$ cat src/rtl/json_string_unescape_assert.svh
// Assertion macros used by the RTL top level json_string_unescape.
// Each macro expects clk_i and rst_ni in the scope where it is used.
`ifndef JSON_STRING_UNESCAPE_ASSERT_SVH
`define JSON_STRING_UNESCAPE_ASSERT_SVH

// Same-cycle implication.
`define JSU_ASSERT_NOW(label, ante, cons) \
  label: assert property (@(posedge clk_i) disable iff (!rst_ni) (ante) |-> (cons)) \
    else $error("same-cycle property failed");

// Next-cycle implication.
`define JSU_ASSERT_NEXT(label, ante, cons) \
  label: assert property (@(posedge clk_i) disable iff (!rst_ni) (ante) |=> (cons)) \
    else $error("next-cycle property failed");

`endif

$ cat src/rtl/jsu_pkg.sv
`default_nettype none

package jsu_pkg;

  // Escape tracking: plain text, after a backslash, inside \u with 0..3 digits taken.
  typedef enum logic [2:0] {
    PH_PLAIN = 3'd0,
    PH_ESC   = 3'd1,
    PH_HEX0  = 3'd2,
    PH_HEX1  = 3'd3,
    PH_HEX2  = 3'd4,
    PH_HEX3  = 3'd5
  } phase_e;

  localparam logic [7:0] CH_BSLASH = 8'h5C;
  localparam logic [7:0] CH_SLASH  = 8'h2F;
  localparam logic [7:0] CH_QUOTE  = 8'h22;
  localparam logic [7:0] CH_APOS   = 8'h27;
  localparam logic [7:0] CH_B      = 8'h62;
  localparam logic [7:0] CH_F      = 8'h66;
  localparam logic [7:0] CH_N      = 8'h6E;
  localparam logic [7:0] CH_R      = 8'h72;
  localparam logic [7:0] CH_T      = 8'h74;
  localparam logic [7:0] CH_U      = 8'h75;

  localparam logic [7:0] BS_CODE   = 8'h08;
  localparam logic [7:0] FF_CODE   = 8'h0C;
  localparam logic [7:0] LF_CODE   = 8'h0A;
  localparam logic [7:0] CR_CODE   = 8'h0D;
  localparam logic [7:0] TAB_CODE  = 8'h09;

  localparam int unsigned MAX_RES = 3;

  typedef struct packed {
    logic [7:0] in_byte;
    logic       is_open;
    logic       is_close;
  } in_item_t;

  typedef struct packed {
    logic [7:0] out_byte;
    logic       byte_valid;
    logic       run_last;
    logic       literal_end;
  } out_item_t;

  // Results caused by one request, low byte goes out first.
  typedef struct packed {
    logic [MAX_RES-1:0][7:0] bytes;
    logic [1:0]              cnt;
    logic                    is_end;
  } res_t;

  function automatic logic [3:0] hex_value(logic [7:0] c);
    logic [3:0] v;
    v = 4'd0;
    if (c >= 8'h30 && c <= 8'h39) begin
      v = c[3:0];
    end else if ((c >= 8'h61 && c <= 8'h66) || (c >= 8'h41 && c <= 8'h46)) begin
      v = c[3:0] + 4'd9;
    end
    return v;
  endfunction

endpackage

`default_nettype wire

$ cat src/rtl/jsu_if.sv
`default_nettype none

interface jsu_in_if;
  logic              valid;
  logic              ready;
  jsu_pkg::in_item_t data;

  modport source (output valid, output data, input ready);
  modport sink   (input valid, input data, output ready);
endinterface

interface jsu_out_if;
  logic               valid;
  logic               ready;
  jsu_pkg::out_item_t data;

  modport source (output valid, output data, input ready);
  modport sink   (input valid, input data, output ready);
endinterface

`default_nettype wire

$ cat src/rtl/jsu_decode.sv
`default_nettype none

module jsu_decode (
  input  jsu_pkg::phase_e   phase_i,
  input  logic [15:0]       accum_i,
  input  jsu_pkg::in_item_t item_i,
  output jsu_pkg::phase_e   phase_o,
  output logic [15:0]       accum_o,
  output jsu_pkg::res_t     res_o
);

  logic [15:0] cp;

  assign cp = {accum_i[11:0], jsu_pkg::hex_value(item_i.in_byte)};

  always_comb begin
    phase_o = phase_i;
    accum_o = accum_i;
    res_o   = '0;
    if (item_i.is_open) begin
      phase_o = jsu_pkg::PH_PLAIN;
      accum_o = '0;
    end else if (item_i.is_close) begin
      // drop any pending escape, emit the end marker
      phase_o      = jsu_pkg::PH_PLAIN;
      accum_o      = '0;
      res_o.cnt    = 2'd1;
      res_o.is_end = 1'b1;
    end else begin
      unique case (phase_i)
        jsu_pkg::PH_ESC: begin
          phase_o   = jsu_pkg::PH_PLAIN;
          res_o.cnt = 2'd1;
          case (item_i.in_byte) inside
            jsu_pkg::CH_BSLASH, jsu_pkg::CH_SLASH, jsu_pkg::CH_QUOTE, jsu_pkg::CH_APOS:
              res_o.bytes[0] = item_i.in_byte;
            jsu_pkg::CH_B: res_o.bytes[0] = jsu_pkg::BS_CODE;
            jsu_pkg::CH_F: res_o.bytes[0] = jsu_pkg::FF_CODE;
            jsu_pkg::CH_N: res_o.bytes[0] = jsu_pkg::LF_CODE;
            jsu_pkg::CH_R: res_o.bytes[0] = jsu_pkg::CR_CODE;
            jsu_pkg::CH_T: res_o.bytes[0] = jsu_pkg::TAB_CODE;
            jsu_pkg::CH_U: begin
              phase_o   = jsu_pkg::PH_HEX0;
              accum_o   = '0;
              res_o.cnt = 2'd0;
            end
            default: begin
              // unknown escape: pass the backslash and the byte through
              res_o.bytes[0] = jsu_pkg::CH_BSLASH;
              res_o.bytes[1] = item_i.in_byte;
              res_o.cnt      = 2'd2;
            end
          endcase
        end
        jsu_pkg::PH_HEX0, jsu_pkg::PH_HEX1, jsu_pkg::PH_HEX2: begin
          accum_o = cp;
          phase_o = jsu_pkg::phase_e'(phase_i + 3'd1);
        end
        jsu_pkg::PH_HEX3: begin
          phase_o = jsu_pkg::PH_PLAIN;
          accum_o = '0;
          if (cp[15:7] == 9'd0) begin
            res_o.bytes[0] = cp[7:0];
            res_o.cnt      = 2'd1;
          end else if (cp[15:11] == 5'd0) begin
            res_o.bytes[0] = {3'b110, cp[10:6]};
            res_o.bytes[1] = {2'b10, cp[5:0]};
            res_o.cnt      = 2'd2;
          end else begin
            res_o.bytes[0] = {4'b1110, cp[15:12]};
            res_o.bytes[1] = {2'b10, cp[11:6]};
            res_o.bytes[2] = {2'b10, cp[5:0]};
            res_o.cnt      = 2'd3;
          end
        end
        default: begin
          phase_o = jsu_pkg::PH_PLAIN;
          if (item_i.in_byte == jsu_pkg::CH_BSLASH) begin
            phase_o = jsu_pkg::PH_ESC;
          end else begin
            res_o.bytes[0] = item_i.in_byte;
            res_o.cnt      = 2'd1;
          end
        end
      endcase
    end
  end

endmodule

`default_nettype wire

$ cat src/rtl/json_string_unescape.sv
// Channel  Dir  Payload                                          Done when
// in_i     in   in_byte[7:0], is_open, is_close                  valid && ready
// out_o    out  out_byte[7:0], byte_valid, run_last, literal_end valid && ready
//
// A request enters the input register, is decoded from there and loads the
// result group register (up to three bytes) once the group is free.
// Results leave one per cycle while out_o is ready, through the single output
// port of the result group register, which thus limits the request rate.
// rst_ni clears the escape state, the input valid and the result count.
// An out_o stall holds the group; requests with results then back up.
`default_nettype none

`include "json_string_unescape_assert.svh"

module json_string_unescape (
  input  logic             clk_i,
  input  logic             rst_ni,
  jsu_in_if.sink           in_i,
  jsu_out_if.source        out_o
);

  // input register
  logic              in_vld_q;
  jsu_pkg::in_item_t in_q;

  // escape state
  jsu_pkg::phase_e   phase_q, phase_d;
  logic [15:0]       accum_q, accum_d;

  // result group register
  logic [jsu_pkg::MAX_RES-1:0][7:0] bytes_q;
  logic [1:0]        rem_q;
  logic [1:0]        idx_q;
  logic              end_q;

  jsu_pkg::res_t     res;
  logic              grp_free;
  logic              adv;
  logic              out_take;

  jsu_decode u_decode (
    .phase_i (phase_q),
    .accum_i (accum_q),
    .item_i  (in_q),
    .phase_o (phase_d),
    .accum_o (accum_d),
    .res_o   (res)
  );

  assign out_take = out_o.valid && out_o.ready;
  // group can take new results once its last one leaves
  assign grp_free = (rem_q == 2'd0) || (rem_q == 2'd1 && out_o.ready);
  // requests that cause no result advance regardless of the output side
  assign adv      = in_vld_q && ((res.cnt == 2'd0) || grp_free);

  assign in_i.ready = !in_vld_q || adv;

  always_ff @(posedge clk_i or negedge rst_ni) begin
    if (!rst_ni) begin
      in_vld_q <= 1'b0;
    end else if (in_i.ready) begin
      in_vld_q <= in_i.valid;
    end
  end

  always_ff @(posedge clk_i) begin
    if (in_i.ready && in_i.valid) begin
      in_q <= in_i.data;
    end
  end

  // advance the escape state once per decoded request
  always_ff @(posedge clk_i or negedge rst_ni) begin
    if (!rst_ni) begin
      phase_q <= jsu_pkg::PH_PLAIN;
      accum_q <= '0;
    end else if (adv) begin
      phase_q <= phase_d;
      accum_q <= accum_d;
    end
  end

  always_ff @(posedge clk_i or negedge rst_ni) begin
    if (!rst_ni) begin
      rem_q <= '0;
      idx_q <= '0;
    end else if (adv && res.cnt != 2'd0) begin
      rem_q <= res.cnt;
      idx_q <= '0;
    end else if (out_take) begin
      rem_q <= rem_q - 2'd1;
      idx_q <= idx_q + 2'd1;
    end
  end

  always_ff @(posedge clk_i) begin
    if (adv && res.cnt != 2'd0) begin
      bytes_q <= res.bytes;
      end_q   <= res.is_end;
    end
  end

  assign out_o.valid            = (rem_q != 2'd0);
  assign out_o.data.out_byte    = bytes_q[idx_q];
  assign out_o.data.byte_valid  = !end_q;
  assign out_o.data.run_last    = (rem_q == 2'd1);
  assign out_o.data.literal_end = end_q;

  // end marker is a lone, empty result
  `JSU_ASSERT_NOW(a_end_marker, out_o.valid && end_q, (rem_q == 2'd1) && (idx_q == 2'd0) && (bytes_q[0] == 8'h00))
  // decoded results show up on the output the next cycle
  `JSU_ASSERT_NEXT(a_load_shows, adv && res.cnt != 2'd0, out_o.valid)
  // a taken result that is not the last leaves more behind
  `JSU_ASSERT_NEXT(a_run_continues, out_take && !out_o.data.run_last, out_o.valid)
  // the group never runs past its three slots
  `JSU_ASSERT_NOW(a_slot_range, out_o.valid, ({1'b0, idx_q} + {1'b0, rem_q}) <= 3'd3)

endmodule

`default_nettype wire

$ cat src/flat_wrapper.sv
// flat-port wrapper written by rule: the top's interface ports become plain ports
module json_string_unescape_flat 
  (clk_i, rst_ni, in_i_valid, in_i_data, in_i_ready, out_o_valid, out_o_data, out_o_ready);
  jsu_in_if in_i_i ();
  jsu_out_if out_o_i ();
  input  logic clk_i;
  input  logic rst_ni;
  input wire logic [$bits(in_i_i.valid)-1:0] in_i_valid;
  input wire logic [$bits(in_i_i.data)-1:0] in_i_data;
  output wire logic [$bits(in_i_i.ready)-1:0] in_i_ready;
  output wire logic [$bits(out_o_i.valid)-1:0] out_o_valid;
  output wire logic [$bits(out_o_i.data)-1:0] out_o_data;
  input wire logic [$bits(out_o_i.ready)-1:0] out_o_ready;
  assign in_i_i.valid = in_i_valid;
  assign in_i_i.data = in_i_data;
  assign in_i_ready = in_i_i.ready;
  assign out_o_valid = out_o_i.valid;
  assign out_o_data = out_o_i.data;
  assign out_o_i.ready = out_o_ready;
  json_string_unescape u_core (.clk_i(clk_i), .rst_ni(rst_ni), .in_i(in_i_i), .out_o(out_o_i));
endmodule
$ cat config.mk
export PLATFORM = sky130hd
export DESIGN_NAME = json_string_unescape_flat
export DESIGN_NICKNAME = d
export VERILOG_FILES = /design/src/rtl/jsu_pkg.sv /design/src/rtl/jsu_if.sv /design/src/rtl/jsu_decode.sv /design/src/rtl/json_string_unescape.sv /design/src/flat_wrapper.sv
export VERILOG_INCLUDE_DIRS = /design/src /design/src/rtl
export SDC_FILE = /design/constraint.sdc
export NUM_CORES = 1
export LEC_CHECK = 0
export BUFFER_PORTS_ARGS = -buffer_cell sky130_fd_sc_hd__buf_2
export CORE_MARGIN = 2
export CORE_UTILIZATION = 50
export DETAILED_ROUTE_END_ITERATION = 10
export PLACE_DENSITY = 0.69
export SKIP_LAST_GASP = 1
export SLEW_MARGIN = 15
export SYNTH_ARGS = -nofsm -noshare
export SYNTH_HDL_FRONTEND = slang
export SYNTH_SLANG_ARGS = --single-unit
$ cat constraint.sdc
create_clock -name clk_i -period 5.4 [get_ports clk_i]
set_input_delay 0.54 -clock clk_i [delete_from_list [all_inputs] [get_ports clk_i]]
set_output_delay 0.54 -clock clk_i [all_outputs]
set_load 0.02 [all_outputs]
; Word level (Yosys, flattened, before mapping)
; Cells that the tools add are included.
[word_totals]
ram_bits = 0
latchBits = 0
romBits = 0
memories = 0
reg_bits = 55
input_bits = 14
word_cells = 136
[classes]
bitwise = 1
mul = 0
reduce_logical = 28
shifts = 0
addsub = 4
n_lt_le_gt_ge = 7
muxes = 60
eq_ne = 23
n_div = 0
[ops]
columns = cell, n
row1 = $mux W12, 9
row2 = $mux W8, 10
row3 = $eq A8 B7 Y1 const B, 7
row4 = $mux W7, 6
row5 = $pmux W12 S3, 1
row6 = $mux W16, 2
row7 = $mux W2, 16
row8 = $pmux W10 S3, 1
row9 = $ne A4 B2 Y1 const B, 7
row10 = $eq A8 B6 Y1 const B, 3
row11 = $mux W10, 2
row12 = $mux W3, 6
row13 = $bmux W8 S2, 1
row14 = $ge A8 B7 Y1 const B, 2
row15 = $le A8 B7 Y1 const B, 2
row16 = $pmux W8 S2, 1
row17 = $logic_not A9 Y1, 1
row18 = $pmux W3 S3, 1
row19 = $reduce_and A9 Y1, 1
row20 = $ge A8 B6 Y1 const B, 1
row21 = $le A8 B6 Y1 const B, 1
row22 = $logic_and A1 B1 Y1, 8
row23 = $mux W4, 2
row24 = $reduce_or A4 Y1, 2
row25 = other kinds (20), 30

; Logic depth before layout (Yosys ltp)
; Gate-level depths: netlist of the first run.
[depth]
word_depth = 16
depth_mapped = 12

; Hierarchy
; Synthesis of the first run repeated with hierarchy kept, for this count alone.
[hier_totals]
cells_unflattened = 348
hier_area_um2 = 3749.8
[by_module_without_submodules]
columns = module, instances, cells_each, seq_area_each_um2, area_each_um2
row1 = json_string_unescape, 1, 140, 1651.6, 2326.0
row2 = jsu_decode, 1, 208, 0.0, 1423.9

; Worst setup path after synthesis of the first run
; OpenSTA, ideal clock, no wires.
[synth_path]
path_kind = reg2reg
from = register u_core.in_q[2] (netlist bit)
to = register u_core.bytes_q[0] (netlist bit), enable pin
n_path_buf = 1
stages_incl_launch_ff = 11
slack_ns = 1.662
arrival_time_ns = 3.330
t_required_ns = 4.992
path_cell_list = edfxtp_1 -> clkbuf_1 -> inv_1 -> ha_1 -> or3b_2 -> a21oi_1 -> or2_4 -> nor4_4 -> o21ai_2 -> and2_4 -> nor2_1
[synth_between]
elab_chain_len = 15
word_cells_on_any_way = 27
classes_between = eq/ne (10) / mux (11) / reduce/logical (6)
[synth_lines]
columns = element, line_no
row1 = "start, declared", json_string_unescape.sv:24  ; jsu_pkg::in_item_t in_q;
row2 = "start signal, assigned", json_string_unescape.sv:68  ; in_q <= in_i.data;
row3 = $eq A8 B7 Y1 (no source line), n/a
row4 = $mux W2 (7 in a row), jsu_decode.sv:34  ; case (item_i.in_byte) inside
row5 = $pmux W10 S3 (*), jsu_decode.sv:30  ; unique case (phase_i)
row6 = $mux W2 (*), jsu_decode.sv:23  ; end else if (item_i.is_close) begin
row7 = $mux W3 (*), jsu_decode.sv:20  ; if (item_i.is_open) begin
row8 = $logic_not A2 Y1, json_string_unescape.sv:54  ; assign adv = in_vld_q && ((res.cnt == 2'd0) || grp_free);
row9 = $logic_or A1 B1 Y1, json_string_unescape.sv:54
row10 = $logic_and A1 B1 Y1, json_string_unescape.sv:54
row11 = $logic_and A1 B1 Y1 (*), json_string_unescape.sv:97  ; if (adv && res.cnt != 2'd0) begin
row12 = "end signal, assigned", json_string_unescape.sv:98  ; bytes_q <= res.bytes;
row13 = "end, declared", json_string_unescape.sv:31  ; logic [jsu_pkg::MAX_RES-1:0][7:0] bytes_q;
; Mark *: on every way between the ends. The rest lies on a longest branch, timed or not.
; A chain may end at the register's enable or synchronous reset.

; Worst setup path after layout of the first run
[layout_path]
from = register u_core.in_q[2] (netlist bit)
to = output port in_i_ready
[layout_between]
elab_chain_len = 15
word_cells_on_any_way = 26
classes_between = eq/ne (10) / mux (11) / reduce/logical (5)
[layout_lines]
columns = element, line_no
row1 = $eq A8 B7 Y1 (no source line), n/a
row2 = $mux W2 (7 in a row), jsu_decode.sv:34
row3 = $pmux W10 S3 (*), jsu_decode.sv:30
row4 = $mux W2 (*), jsu_decode.sv:23
row5 = $mux W3 (*), jsu_decode.sv:20
row6 = $logic_not A2 Y1 (*), json_string_unescape.sv:54
row7 = $logic_or A1 B1 Y1 (*), json_string_unescape.sv:54
row8 = $logic_and A1 B1 Y1 (*), json_string_unescape.sv:54
row9 = $logic_or A1 B1 Y1 (*), json_string_unescape.sv:56  ; assign in_i.ready = !in_vld_q || adv;
row10 = "end, declared", flat_wrapper.sv:10  ; output wire logic [$bits(in_i_i.ready)-1:0] in_i_ready;
; Marked as above.

==> results.md, run 1 <==
* Switching Fraction at ~36%
* Dominant synthesized flop cell: edfxtp_1
* Startpoint class of the critical path: flop
* Max incr delay on CP at 610 ps
* Power per cell area at 341 nW/um2
* Antenna Violating Nets Remaining at 0
* CTS H-tree depth at 2
* Post-Synthesis Net Count at 340
* Final setup viols at 0
* Int Pwr at 0.000746 W
* Clk buf depth at 2
* Post-synthesis sequential area ratio at between 40% and 50%
* Vias/cell at 6.02
* Worst-path fanout max at 11
* Setup TNS at 0 ps
* Vias in the first global route at ~2400
* Num ports at 27
* Non-filler instance count after layout at 413
* CTS root buf: clkbuf_8
* Buffers and inverters on the worst path at 2
* Slew @ Worst Pin at 788 ps
* Status: complete, no violations
* Comb power frac at 30.8%
* Syn Inst Count at 316
* Fin area at about 3400 um2
* Clock transition at path regs at 100 ps
* Final Slew Violations at 0
* EDFF count, synth at 34
* Clk sinks at 54
* Pleak at 1.34 nW
* DRC viols at 0
* GR Util All Layers at 20.8%
* Largest family of logic cells by synthesized area: compound AO/OA/AOI/OAI gates
* Number of post-CTS setup repair buffers at 0
* Most frequent CP cell: a21oi_1
* Commonest cells after routing, fill and taps aside: nand2_1, nor2_1, edfxtp_1
* Final Hold Viols at 0
* Final RePlAce weighted congestion at 0.969
* Simple-gate share of the synthesized area at 18.8%
* DRT Pass-1 Iters at 5
* Share of cells above drive strength 1 at 15.1%
* FMAX at roughly 270 MHz
* TritonCTS Buffers at 5
* Reg2reg start: u_core.in_q[2]$_DFFE_PP_
* Number of register bits inferred by synthesis at 54
* Worst clock skew at just over 10 ps
* Final worst path period share at 68.0%
* Sequential power share at 48.9%
* Core Area at 5990 um2
* Area share of fa/ha/maj cells after synthesis at 3.97%
* Placed cell areas at 3320 um2
* Hold slack at ~160 ps
* Net Sw Power at 0.000419 W
* Yosys cell types at 62
* Total grt overflow at 0
* Initial antenna violation count at 0
* Synthesized area at 3150 um2
* Placed cell count at between 400 and 500
* Largest net degree at the start of global routing at 27
* Headroom to the max-slew limit at 47.1%
* Worst Path Required at 4860 ps
* CP max-delay cell: edfxtp_1
* Commonest non-fill, non-tap cell in the layout: nand2_1
* Post-Place Setup Slack at 2000 ps
* Vias at 2488
* CP top delay family: simple AND/OR/NAND/NOR gates
* Crit-path cells: inv_1 > ha_1 > or3b_2 > a21oi_1 > or2_4 > nor4_4 > o21ai_2 > a21oi_1 > nand2_1 > buf_2
* Std-Cell Rows at 28
* Die ar. at 6950 um2
* First-pass GRT wire length at 11.6 mm
* Vert. Die Dim at about 83 um
* Arr. time, crit path at 3130 ps
* Initial Utilization at a little over half
* Routed wire length per instance at 16.8 um
* FF-to-FF End: u_core.accum_q[7]$_DFFE_PN0P_
* Hold buffer count at cts at 0
* # nets final at around 360
* Worst Hold Class: primary input to async pin
* CTS tree: yes
* Async SR Flop Fraction at 37.0%
* P&R area growth vs syn at 8.51%
* Ys Warns at 0
* Setup WS post-layout at 1730 ps
* Synth Area in Compound Gates at 19.8%
* Worst VDD drop at roughly 0.20 mV
* Fin crit period at 3670 ps
* Diode count at 0
* Syn_area_per_cell at 9.96 um2
* Worst setup EP type: output pin
* Critical path class: flop to output pin
* IO buf count at 26
* R2R cell count at 10
* Hpwl dp at 5.16 mm
* DRT Wirelength at a little under 7 mm
* DR iter-0 viols at approximately 300
* Die width at 83.3 um
* Area share of xor/xnor cells in the synthesized design at 1.11%
* Clock Power Share at between 20% and 30%
* Mux cell area share after synthesis at around 4.2%
* R2R setup slack at 1940 ps
* RSZ-0062 raised after global routing: false
* CTS resizes at 0
* Max_cap viols at 0
* Clk_lat worst skew at roughly 310 ps
power by group through the flow:
stage | clock network, W | logic, W | registers (W)
after floorplan | 0 | 0.000299 | 0.000536
after global placement | 0 | 0.000355 | 0.000577
after detailed placement | 0 | 0.000362 | 0.000579
after CTS | 0.000240 | 0.000363 | 0.000569
after global routing | 0.000258 | 0.000401 | 0.000579
final | 0.000237 | 0.000358 | 0.000569
per-stage QoR:
step	util [%]	power, W
final	57.0	0.00116
after global routing	57.0	0.00124
after CTS	57.0	0.00117
after detailed placement	55.4	0.000941
after floorplan	-	0.000835
after global placement	55.4	0.000932
synthesized netlist by cell type, drive strengths merged, types with 2 or more instances:
cell type  count  area, um2
a22oi          4       30.0
a211oi         3       22.5
mux2i         11        110
nor4           5       52.6
o31ai          2       20.0
and2           6       40.0
o221ai         2       17.5
a31oi          2       12.5
a22o          16        140
nand3          2       10.0
a32oi          3       26.3
nor2          36        135
nand2b         3       18.8
dfrtp         20        500
nand2         38        143
mux2           2       22.5
edfxtp        34       1020
nor2b          5       31.3
clkbuf         9       33.8
o21ai         27        143
inv           12       45.0
or2            3       21.3
buf            5       38.8
or3b           2       17.5
o41ai          2       17.5
nor3           8       45.0
xnor2          3       26.3
ha            10        125
a21oi         19       95.1
and4b          3       33.8
flip-flops by register name, summed over array words and instances (netlist names):
name,cells
u_core.in_vld_q,1
u_core.rem_q,2
u_core.accum_q,12
u_core.in_q,10
u_core.phase_q,3
u_core.end_q,1
u_core.idx_q,2
u_core.bytes_q,23
how the worst max path moves through the flow:
stage,start,endpoint,slack (ps),cells past startpoint
after detailed placement,u_core.in_q[2]$_DFFE_PP_,u_core.accum_q[4]$_DFFE_PN0P_,2000,10
after CTS,u_core.in_q[2]$_DFFE_PP_,in_i_ready,1760,10
after global routing,u_core.in_q[2]$_DFFE_PP_,in_i_ready,1420,10
after floorplan,u_core.in_q[2]$_DFFE_PP_,u_core.bytes_q[0]$_SDFFCE_PN0P_,1660,10
after global placement,u_core.in_q[2]$_DFFE_PP_,u_core.accum_q[0]$_DFFE_PN0P_,2130,10
final,u_core.in_q[2]$_DFFE_PP_,in_i_ready,1730,10
per-layer routing:
metal	global-route usage (%)	share of wire [%]	routed length, um	vias to the layer above
met5	0	0	0	-
met4	9.09	4.1	285	0
met3	3.28	5.7	392	27
met2	32.9	46	3160	106
met1	28.2	45	3080	1148
li1	-	-	-	1207
worst reg2reg max path: stages, from the launching register on:
cell and delay [ps]:
edfxtp_1 610, inv_1 180, ha_1 280, or3b_2 200
a21oi_1 110, or2_4 280, nor4_4 510, o21ai_2 150
and2_4 220, o21ai_1 600, a22o_1 260
area by class of cell:
cell class	instances	area (um2)
Clock buffer	6	82.6
Tap cell	75	93.8
Clock inverter	2	16.3
Sequential cell	54	1520
Timing Repair Buffer	28	145
Inverter	12	45.0
Fill cell	530	2570
Multi-Input combinational cell	236	1510
kinds of logic (layout without fill, tap and decap cells):
group	count (synthesis)	after routing
AO/OA/AOI/OAI	92	92
XOR/XNOR	4	4
adder cells (fa/ha/maj)	10	10
buffers and inverters	26	48
flip-flops	54	54
multiplexers	13	13
AND/OR/NAND/NOR	117	117
(Power assumes the default switching activity.)
==> run 2: changes to the inputs <==
==> constraint.sdc (replaced) <==
create_clock -name clk_i -period 3.8 [get_ports clk_i]
set_input_delay 0.38 -clock clk_i [delete_from_list [all_inputs] [get_ports clk_i]]
set_output_delay 0.38 -clock clk_i [all_outputs]
set_load 0.02 [all_outputs]
==> run 2 against run 1 <==
  * The run now ends with hold timing left
  * Clock skew fell by 3.0 ps
  * Final cell count rose by 0.97%
  * Sequential share of layout area fell by 0.55 points
  * Clock-buffer cell count did not move
  * Non-clock buffer count rose by 4
  * Worst setup slack got worse by 1300 ps
  * Sequential power rose by 42%
  * Die area did not move
  * Flip-flop and latch count did not move
  * Final area rose by 1.2%
  * Largest power group unchanged
  * Highest routed layer unchanged
==> results.md, run 2 (same netlist as run 1, synthesis figures left out) <==
* GR Util All Layers at 21.5%
* DR iter-0 viols at 267
* Commonest non-fill, non-tap cell in the layout: nand2_1
* Placed cell areas at 3360 um2
* Vias in the first global route at 2372
* Arr. time, crit path at 3000 ps
* Clock transition at path regs at 100 ps
* Final Util at ~58%
* Hold slack at -2.82 ps
* Fin area at between 3000 and 4000 um2
* Startpoint class of the critical path: flop
* Final RePlAce weighted congestion at around 1
* Final Slew Violations at 0
* Number of post-CTS setup repair buffers at 0
* Max_cap viols at 0
* First-pass GRT wire length at 12.1 mm
* DRT Wirelength at 7.20 mm
* Die width at 83.3 um
* Largest net degree at the start of global routing at 26
* Fin crit period at 3380 ps
* Clk_lat worst skew at 310 ps
* Setup TNS at 0 ps
* DRC viols at 0
* Worst setup EP type: output pin
* CTS tree: yes
* Reg2reg start: u_core.in_q[2]$_DFFE_PP_
* FMAX at 296 MHz
* Hold buffer count at cts at 0
* Diode count at 0
* Total grt overflow at 0
* CP startpoint: u_core.in_q[2]$_DFFE_PP_
* CTS H-tree depth at 2
* Final worst path period share at between 80% and 90%
* Core Area at roughly 6000 um2
* Initial antenna violation count at 0
* CTS root buf: clkbuf_8
* Hpwl dp at 5.37 mm
* Die ar. at between 6000 and 7000 um2
* Initial Utilization at 52.5%
* Slew @ Worst Pin at between 600 and 700 ps
* Vias at 2540
* Headroom to the max-slew limit at 53.3%
* Worst Hold Class: primary input to async pin
* Worst VDD drop at 0.245 mV
* Failing checks: hold timing
* Routed wire length per instance at 17.3 um
* Final Hold Viols at 11
* Antenna Violating Nets Remaining at 0
* Vias/cell at 6.09
* Status: finished with violations
* P&R area growth vs syn at 9.86%
* Worst-path fanout max at 11
* Std-Cell Rows at 28
* # nets final at around 370
* Max reg flops at 23
* Share of cells above drive strength 1 at 16.1%
* Largest registers: u_core.bytes_q x23, u_core.accum_q x12, u_core.in_q x10
* Largest Register: u_core.bytes_q
* DRT Pass-1 Iters at 5
* Critical path class: flop to output pin
* Vert. Die Dim at around 83 um
* Clk sinks at 54
* Worst clock skew at 7.22 ps
* IO buf count at 26
* RSZ-0062 raised after global routing: false
* CTS resizes at 0
* Num ports at 27
* Pleak at 1.37 nW
* Clk buf depth at 2
* Worst Path Required at 3420 ps
* Final setup viols at 0
* R2R setup slack at 630 ps
* Commonest cells after routing, fill and taps aside: nand2_1, nor2_1, edfxtp_1
* TritonCTS Buffers at 5
* Power per cell area at between 400 and 500 nW/um2
==> run 2: cell count changes in the layout (fill, tap and decap cells not counted), sizes merged <==
cell	previous run	this run
buf	28	32
==> run 2: worst max-delay path, cell delays in order (launching register included) <==
cell      delay [ps]
edfxtp_1         370
buf_4            180
inv_1            130
ha_1             240
or3b_2           460
a21oi_1          320
nor2_1            90
o21ai_0          300
o31ai_2          150
a21oi_1          170
nand2_1          100
buf_2            170
==> run 2: area by class of cell <==
cell class,count,area [um2]
tap,75,93.8
timing repair buffer,32,188
multi-input combinational,236,1510
fill,514,2530
clock buffer,6,82.6
inverter,12,45.0
clock inverter,2,16.3
sequential,54,1520
==> run 2: power by group <==
group | total, W | switching (W) | internal, W
registers | 0.000806 | 0.0000861 | 0.000720
logic | 0.000531 | 0.000330 | 0.000202
clock network | 0.000340 | 0.000190 | 0.000150
==> run 2: worst paths after layout <==
kind                            cells after the start                              to
worst min-delay path                                1   u_core.accum_q[7]$_DFFE_PN0P_
worst min register to register                      1  u_core.accum_q[11]$_DFFE_PN0P_
worst max register to register                     11        u_core.in_q[3]$_DFFE_PP_
max in group asynchronous                           1   u_core.accum_q[9]$_DFFE_PN0P_
worst max-delay path                               11                      in_i_ready
min in group clk_i                                  1        u_core.in_q[0]$_DFFE_PP_
==> run 2: metal layers <==
metal	vias up	routed length, um	global-route usage [%]
met5	-	0	0
met4	0	188	7.00
met3	20	483	3.48
met2	116	3360	34.5
met1	1188	3170	30.0
li1	1216	-	-
==> run 2: stage by stage <==
| stage | cells | total power (W) | setup slack [ps] | hold slack (ps) |
|---|---|---|---|---|
| floorplan | 316 | 0.00119 | 62.3 | 84.4 |
| global placement | 409 | 0.00135 | 787 | 344 |
| detailed placement | 409 | 0.00135 | 689 | 348 |
| CTS | 417 | 0.00169 | 459 | 13.1 |
| global route | 417 | 0.00178 | 234 | 34.5 |
| finish | 417 | 0.00168 | 422 | -2.82 |
==> run 3: changes to the inputs <==
--- a/config.mk
+++ b/config.mk
@@ -7,10 +7,9 @@
 export NUM_CORES = 1
 export LEC_CHECK = 0
 export BUFFER_PORTS_ARGS = -buffer_cell sky130_fd_sc_hd__buf_2
-export CORE_MARGIN = 2
-export CORE_UTILIZATION = 50
+export CORE_UTILIZATION = 52
 export DETAILED_ROUTE_END_ITERATION = 10
-export PLACE_DENSITY = 0.69
+export PLACE_DENSITY = 0.71
 export SKIP_LAST_GASP = 1
 export SLEW_MARGIN = 15
 export SYNTH_ARGS = -nofsm -noshare
==> run 3 against run 2 <==
  * The flow now finishes without violations
  * Largest cell class unchanged
  * Clock power barely moved
  * Clock skew down 2.7 ps
  * Flip-flop and latch count stayed put
  * Final area hardly changed
  * Non-clock buffer count did not move
  * Power about the same
  * Clock-buffer cell count stayed put
==> results.md, run 3 (same netlist as run 1, synthesis figures left out) <==
* Commonest non-fill, non-tap cell in the layout: nand2_1
* Worst setup EP type: output pin
* Non-filler instance count after layout at 414
* Post-Place Setup Slack at 583 ps
* DRT Wirelength at 7.08 mm
* Commonest cells after routing, fill and taps aside: nand2_1, nor2_1, edfxtp_1
* CTS H-tree depth at 2
* Die ar. at 6370 um2
* Hpwl dp at 5.28 mm
* Core Area at 5680 um2
* Vias in the first global route at between 2000 and 2500
* Clock transition at path regs at 90 ps
* Largest net degree at the start of global routing at 26
* Clk_lat worst skew at between 300 and 400 ps
* Final worst path period share at 92.3%
* Largest Register: u_core.bytes_q
* DRT Pass-1 Iters at 6
* Worst clock skew at about 4.5 ps
* Final Slew Violations at 0
* Final RePlAce weighted congestion at 0.904
* Largest registers: u_core.bytes_q x23, u_core.accum_q x12, u_core.in_q x10
* Final Hold Viols at 0
* Diode count at 0
* DRC viols at 0
* Startpoint class of the critical path: flop
* Placed cell count at 405
* Die width at 79.8 um
* Max reg flops at 23
* Worst Hold Class: primary input to flop
* CTS tree: yes
* Std-Cell Rows at 27
* CTS root buf: clkbuf_8
* TritonCTS Buffers at 5
* Vias at 2526
* Num ports at 27
* Clk sinks at 54
* Routed wire length per instance at 17.1 um
* Total grt overflow at 0
* Setup TNS at 0 ps
* Initial Utilization at 55.5%
* Worst VDD drop at 0.301 mV
* Slew @ Worst Pin at 750 ps
* Arr. time, crit path at 3130 ps
* Critical path class: flop to output pin
* Worst-path fanout max at 11
* Antenna Violating Nets Remaining at 0
* P&R area growth vs syn at 9.82%
* Initial antenna violation count at 0
* Number of post-CTS setup repair buffers at 0
* GR Util All Layers at approximately 25%
* Number of fill cells at 496
* Setup WS post-layout at a little under 300 ps
* Worst Path Required at ~3400 ps
* Power per cell area at 485 nW/um2
* First-pass GRT wire length at 11.9 mm
* FMAX at 285 MHz
* Pleak at 1.37 nW
* Vert. Die Dim at 79.8 um
* RSZ-0062 raised after global routing: false
* Vias/cell at 6.10
* Fin crit period at roughly 3500 ps
* Final setup viols at 0
* IO buf count at 26
* # nets final at 365
* Headroom to the max-slew limit at 49.6%
* Share of cells above drive strength 1 at 15.8%
* Clk buf depth at 2
* Max_cap viols at 0
* Status: complete, no violations
* DR iter-0 viols at 181
## run 3: changes by cell type in the layout (fill, tap and decap cells not counted), sizes merged
cell,before,now
buf,32,31
dlygate4sd3,0,1
## run 3: per-layer routing
metal	wire, um	GRT usage, %
met3	380	4.46
met2	3400	40.3
met4	224	11.4
met1	3080	32.0
met5	0	0
## run 3: layout make-up
cell class / count / area (um2) / area share, %
clock buffers: 6 / 82.6 / 2.39
clock inverters: 2 / 16.3 / 0.471
inverters: 12 / 45.0 / 1.30
multi-input cells: 236 / 1510 / 43.7
flip-flops and latches: 54 / 1520 / 44.0
well taps: 72 / 90.1 / 2.61
repair buffers: 32 / 190 / 5.50
## run 3: stage by stage
stage          instance area [um2]  utilization [%]  hold WS [ps]  total power, W
4_1_cts                       3460             60.9           229         0.00169
5_1_grt                       3460             60.9           219         0.00178
6_report                      3460             60.9           233         0.00168
3_3_place_gp                  3350             59.0           340         0.00134
2_1_floorplan                 3150                -          84.4         0.00119
3_5_place_dp                  3350             59.0           339         0.00135
## run 3: worst paths after layout
path / start / endpoint / slack (ps) / cells after the start
min in group asynchronous: rst_ni / u_core.rem_q[0]$_DFFE_PN0P_ / 530 / 2
min reg2reg: u_core.accum_q[9]$_DFFE_PN0P_ / u_core.accum_q[9]$_DFFE_PN0P_ / 570 / 1
max: u_core.in_q[2]$_DFFE_PP_ / in_i_ready / 290 / 10
max in group asynchronous: rst_ni / u_core.accum_q[7]$_DFFE_PN0P_ / 2970 / 2
max reg2reg: u_core.in_q[2]$_DFFE_PP_ / u_core.in_q[8]$_DFFE_PP_ / 540 / 10
min: in_i_data[0] / u_core.in_q[0]$_DFFE_PP_ / 230 / 1
## run 3: what timing repair did
item,CTS,global route
hold endpoints to repair,20,0
hold buffers,1,0
resized for setup,0,0
## run 3: critical path, stage by stage (launching register included)
cell      delay [ps]
edfxtp_1         610
inv_1            180
ha_1             290
or3b_2           210
a21oi_1          110
or2_4            280
nor4_4           490
o21ai_2          140
a21oi_1          220
nand2_1          110
buf_2            170
## run 3: power breakdown
| part | leakage, nW | internal (W) | switching, W | total (W) |
|---|---|---|---|---|
| logic | 0.724 | 0.000201 | 0.000323 | 0.000524 |
| registers | 0.593 | 0.000720 | 0.0000905 | 0.000811 |
| clock network | 0.0478 | 0.000150 | 0.000193 | 0.000343 |
| total | 1.37 | 0.00107 | 0.000606 | 0.00168 |
